==> config.mk <==
export PLATFORM = sky130hd
export DESIGN_NAME = lbsv_front
export DESIGN_NICKNAME = d
export VERILOG_FILES = /design/src/design/lbsv_pkg.sv /design/src/design/lbsv_front.sv
export SDC_FILE = /design/constraint.sdc
export NUM_CORES = 1
export LEC_CHECK = 0
export ABC_AREA = 1
export BUFFER_PORTS_ARGS = -buffer_cell sky130_fd_sc_hd__buf_2
export CAP_MARGIN = 20
export CORE_MARGIN = 4
export CORE_UTILIZATION = 45
export CTS_CLUSTER_DIAMETER = 80
export DETAILED_ROUTE_END_ITERATION = 8
export PLACE_DENSITY_LB_ADDON = 0.05
export SLEW_MARGIN = 20
export SYNTH_ARGS = -nofsm -noshare
export SYNTH_HDL_FRONTEND = slang
export SYNTH_SLANG_ARGS = --single-unit
==> constraint.sdc <==
create_clock -name i_clk -period 14.94 [get_ports i_clk]
set_clock_uncertainty 0.05 [all_clocks]
set_input_delay 0.747 -clock i_clk [delete_from_list [all_inputs] [get_ports i_clk]]
set_output_delay 0.747 -clock i_clk [all_outputs]
set_load 0.02 [all_outputs]
==> src/design/lbsv_pkg.sv <==
// Shared types and constants for the vertex skinning block.
// No dependencies.
package lbsv_pkg;
    localparam int NumBones   = 64;
    localparam int FracBits   = 16;
    localparam int TableWords = (NumBones + 1) * 16;
    localparam int AddrW      = $clog2(TableWords);
    localparam int BoneW      = $clog2(NumBones);

    typedef struct packed {
        logic               action;
        logic [10:0]        bone_a;
        logic [5:0]         bone_b;
        logic [5:0]         bone_c;
        logic [5:0]         bone_d;
        logic [15:0]        weight_a;
        logic [15:0]        weight_b;
        logic [15:0]        weight_c;
        logic [15:0]        weight_d;
        logic signed [31:0] pos_x;
        logic signed [31:0] pos_y;
        logic signed [31:0] pos_z;
    } t_item;

    typedef enum logic [2:0] {
        S_IDLE, S_BLEND, S_COMB, S_APPLY, S_OUT
    } t_state;

    function automatic logic signed [31:0] sat32(input logic signed [67:0] x);
        if (x > 68'sd2147483647) return 32'sh7fffffff;
        if (x < -68'sd2147483648) return 32'sh80000000;
        return x[31:0];
    endfunction

    function automatic logic signed [67:0] rnd(input logic signed [67:0] x,
                                               input int s);
        logic signed [67:0] h;
        h = 68'sd1 <<< (s - 1);
        return (x + h) >>> s;
    endfunction
endpackage

==> src/design/lbsv_front.sv <==
// Front part: accepts items and queues them for the back part.
// Depends on lbsv_pkg.
module lbsv_front (
    input  logic           i_clk,
    input  logic           i_rst_n,
    input  logic           i_valid,
    output logic           o_stall,
    input  lbsv_pkg::t_item i_item,
    output logic           o_q_valid,
    output lbsv_pkg::t_item o_q_item,
    input  logic           i_q_pop
);
    import lbsv_pkg::*;
    t_item r_q [2];
    logic  r_wp, r_rp;
    logic [1:0] r_cnt;

    assign o_stall   = (r_cnt == 2'd2);
    assign o_q_valid = (r_cnt != 2'd0);
    assign o_q_item  = r_q[r_rp];

    wire push = i_valid && !o_stall;
    wire pop  = i_q_pop && o_q_valid;

    always_ff @(posedge i_clk) begin
        if (push) r_q[r_wp] <= i_item;
        if (!i_rst_n) begin
            r_wp <= 1'b0; r_rp <= 1'b0; r_cnt <= 2'd0;
        end else begin
            if (push) r_wp <= ~r_wp;
            if (pop)  r_rp <= ~r_rp;
            r_cnt <= r_cnt + {1'b0, push} - {1'b0, pop};
        end
    end
endmodule

* After elaboration in Yosys (flattened, before gate mapping)
Memory sizes are Yosys's and may differ from the RTL's. A register that Yosys moved wholly into a read port is not among the register bits.
Index checks and enable logic that the tools add are counted.
Widths: inputs -> output; s select.
** Word-level totals
- Flip-flop bits (word level) :: 4
- Bits in latches :: 0
- RAM bits :: 380
- Memory bits (read-only) :: 0
- Input port bits :: 194
- Output and inout bits :: 192
- Word-level logic and storage cells :: 17
- Memories :: 1
** Memory list
- r_q :: words 2, width 190, read ports 1, clocked after memory_dff 1, write ports 1, line lbsv_front.sv:14 : t_item r_q [2];
** Cells by class
- Add/subtract/negate cells :: 2
- Multiply operators :: 0
- Div/mod/pow operators :: 0
- $lt $le $gt $ge :: 0
- Equality and inequality tests :: 1
- Shifts and indexed selects :: 0
- Mux-type cells :: 4
- Bitwise operators :: 2
- Reduce and logical (&&, ||, !) cells :: 4
** Operator list (count)
- $mux 1 :: 4
- $add 2x1->2 :: 1
- $eq 2x2->1 const B :: 1
- $logic_and 1x1->1 :: 2
- $not 1->1 :: 2
- $reduce_bool 2->1 :: 1
- $sub 2x1->2 :: 1
- $logic_not 1->1 :: 1

* Logic depth before layout (Yosys ltp)
- Depth after elaboration :: 5
- Mapped depth :: 11
- Gate-level depth less buffers :: 11

* Least setup slack after synthesis
Ideal clock, no wire load.
- Kind :: input-to-reg
- Start point :: input i_valid
- End point :: memory r_q[0][0] (netlist bit) (enable)
- Library setup time :: 0.742 ns
- Arrival time :: 8.694 ns
- Data required time :: 14.148 ns
- Setup slack :: 5.454 ns
- Stages :: 2
- Buffers on the path :: 0
- Path through :: nand2_1 -> nor2_1
** Between the ends
- Word-level cells in the longest chain between the ends :: 3
** Ends and longest elaborated chain
- start, declared :: line lbsv_front.sv:6 : input logic i_valid,
- $logic_and 1x1->1 :: line lbsv_front.sv:22 : wire push = i_valid && !o_stall;
- $mux 1 :: line lbsv_front.sv:26 : if (push) r_q[r_wp] <= i_item;
- $mux 1 (implied by the code) :: line lbsv_front.sv:26
- end, declared :: line lbsv_front.sv:14
Every way passes these cells.

==> summary.txt <==
Status
  – Status: finished, final reports clean

Placed design
  – Gp weighted congestion: 0.7378
  – Dpl hpwl: 20220 µm
  – Port Buffer Count: 385

Critical path
  – Worst-case reg-to-reg path depth: 6
  – Setup CP Type: flip-flop to output port
  – CP Cell Sequence: buf_4 > buf_4 > mux2_2 > buf_2
  – Startpoint Class: flip-flop
  – Critical path fanouts, max: 47
  – WP data required: 14.14 ns
  – Slowest CP cell: buf_4
  – Setup crit end kind: output port
  – Critical path buffer and inverter count: 3
  – Crit-path leading delay family: buffers and inverters
  – CP peak stage delay: 0.76 ns
  – Most common cell on crit path: buf_4
  – Critical path depth: 4
  – Crit path arrival time: 3.39 ns

STA
  – Final setup viols: 0
  – Post-layout min period: 4.185 ns
  – Hold WS: 0.3698 ns
  – Max-slew violations: 0
  – RSZ-0062 raised after global routing: no
  – Fmax: 0.2389 GHz
  – Worst slew margin relative to its limit: 0.3362
  – Final setup TNS: 0 ns
  – Slew @ Worst Pin: 0.9956 ns
  – Period utilisation layout: 0.2801
  – Final Hold Viols: 0

CTS
  – Post-CTS Setup Repair Bufs: 0
  – Clock sinks: 385
  – Htree depth: 2
  – Clock latency on the worst-skew pair: 0.51 ns
  – TritonCTS clock tree: yes
  – CTS Hold Bufs: 0
  – Clock Tree Buf Depth: 3
  – # resized after CTS: 0
  – Root Driver: clkbuf_16
  – TritonCTS Buffers: 41
  – Clk pin slew, worst setup/hold paths: 0.06 ns

Yosys
  – Synth Warn #: 0
  – Cells after Synth: 628
  – Synth cell types: 12
  – Sequential area share after synthesis: 0.8022
  – Synthesized net count: 824
  – Synth Register Bits: 385
  – Avg Cell Area, Syn: 22.85 µm²
  – Synth Cell Area: 14350 µm²

Power and ir drop
  – Clock network fraction of total power: 0.291
  – Net Sw Power: 0.9111 mW
  – Internal power: 2.243 mW
  – Net Sw Frac: 0.2888
  – Comb pwr share: 0.260
  – PD cells: 176.3 nW/µm²
  – Leakage: 6.881 nW
  – Reg power frac: 0.450
  – Max IR drop VDD: 0.1118 mV

GRT
  – Largest net degree at the start of global routing: 75
  – Initial antenna violation count: 15
  – GRT overflow: 0
  – First-pass GRT wire length: 44350 µm
  – Vias in the first global route: 7512
  – GRT Total Usage: 0.1656

Route
  – Via density per instance: 4.831
  – Final antenna-violating net count: 0
  – Pre-Repair DR Iteration Count: 4
  – Routed vias: 7136
  – # DRC: 0
  – Initial DRC count: 350
  – Wire per inst: 20.13 µm
  – Drt total wl: 29740 µm

Cells and area
  – Final #Nets: 1239
  – Most common cell after layout, fill and taps aside: buf_2
  – Most frequent cells in the layout: buf_2, edfxtp_1, mux2_4
  – Number of fillers in the final layout: 2526
  – Share of cells above drive strength 1: 0.5946
  – Area delta synth->final: 24.70%

Floorplan
  – Die Area: 34810 µm²
  – DIE WIDTH: 186.6 µm
  – Initial Util: 0.4559
  – Core footprint: 31470 µm²
  – IO Pins: 386
  – Num rows: 65
  – Die Y: 186.6 µm

Worst hold path
  – Worst hold stages: 1
  – Worst hold-check path type: input pin to flip-flop

Job
  – Max_cap viols: 0
registers in the layout (all words and copies together), names as in the netlist, named ones only:
name	cells
r_rp	1
r_q	380
r_wp	1
r_cnt	2
synthesized netlist by cell type:
library cell / n / area share
edfxtp_1: 380 / 0.80
mux2_4: 100 / 0.10
mux2_2: 90 / 0.071
buf_6: 12 / 0.0094
buf_2: 9 / 0.0031
nand2_1: 9 / 0.0024
inv_1: 8 / 0.0021
nor2_1: 8 / 0.0021
dfxtp_1: 5 / 0.0070
nand3_1: 3 / 0.0010
a21oi_1: 2 / 0.00070
ha_1: 2 / 0.0017
cell families (layout without fill, tap and decap cells):
logic type,Yosys count,after routing,synth area share
compound gates,2,2,0.0006976
fa+ha+maj,2,2,0.001744
buf+inv,29,469,0.01465
flops,385,385,0.8022
mux,190,190,0.1753
other cells,0,7,0
simple gates,20,20,0.005493
through the flow:
step | instances | total power, mW | instance area [µm²] | setup slack, ns | utilization
floorplan | 628 | 2.053 | 14350 | 5.454 | -
global placement | 1402 | 2.273 | 16680 | 11.27 | 0.5298
detailed placement | 1402 | 2.277 | 16680 | 11.24 | 0.5298
CTS | 1470 | 3.201 | 17880 | 10.68 | 0.5680
global route | 1475 | 3.304 | 17890 | 10.57 | 0.5684
finish | 1477 | 3.154 | 17890 | 10.75 | 0.5686
power groups by stage:
stage,combinational [mW],clock (mW),sequential (mW)
5_1_grt,0.877,0.995,1.43
3_5_place_dp,0.835,0,1.44
6_report,0.820,0.916,1.42
2_1_floorplan,0.598,0,1.46
4_1_cts,0.838,0.943,1.42
3_3_place_gp,0.833,0,1.44
worst paths after layout:
check / slack (ns) / endpoint / start
worst max-delay path: 10.75 / o_q_item[69] / flip-flop
worst min-delay path: 0.37 / r_q[0][53]$_DFFE_PP_ / i_item[53]
worst max register to register: 12.26 / r_q[0][137]$_DFFE_PP_ / r_cnt[0]$_SDFF_PN0_
worst min register to register: 0.46 / flip-flop / r_rp$_SDFFE_PN0P_
routing by layer:
metal  wire (µm)  part of all wire  global-route usage  vias up
met3        2938             0.099             0.07333       70
li1            -                 -                   -     3323
met1       11750              0.39              0.1977     3421
met4         782             0.026             0.05233       18
met5         101            0.0034                   0        -
met2       14170              0.48              0.2725      304
cell type report:
type | instances | area (µm²) | area share
repair buffers | 393 | 1987 | 0.1110
clock inverters | 15 | 130.1 | 0.007272
diodes | 7 | 17.52 | 0.0009789
flip-flops and latches | 385 | 11510 | 0.6435
multi-input cells | 214 | 2636 | 0.1473
inverters | 8 | 35.03 | 0.001958
well taps | 402 | 503.0 | 0.02811
clock buffers | 53 | 1071 | 0.05985
Note: power is estimated with default switching activity, not from simulation.
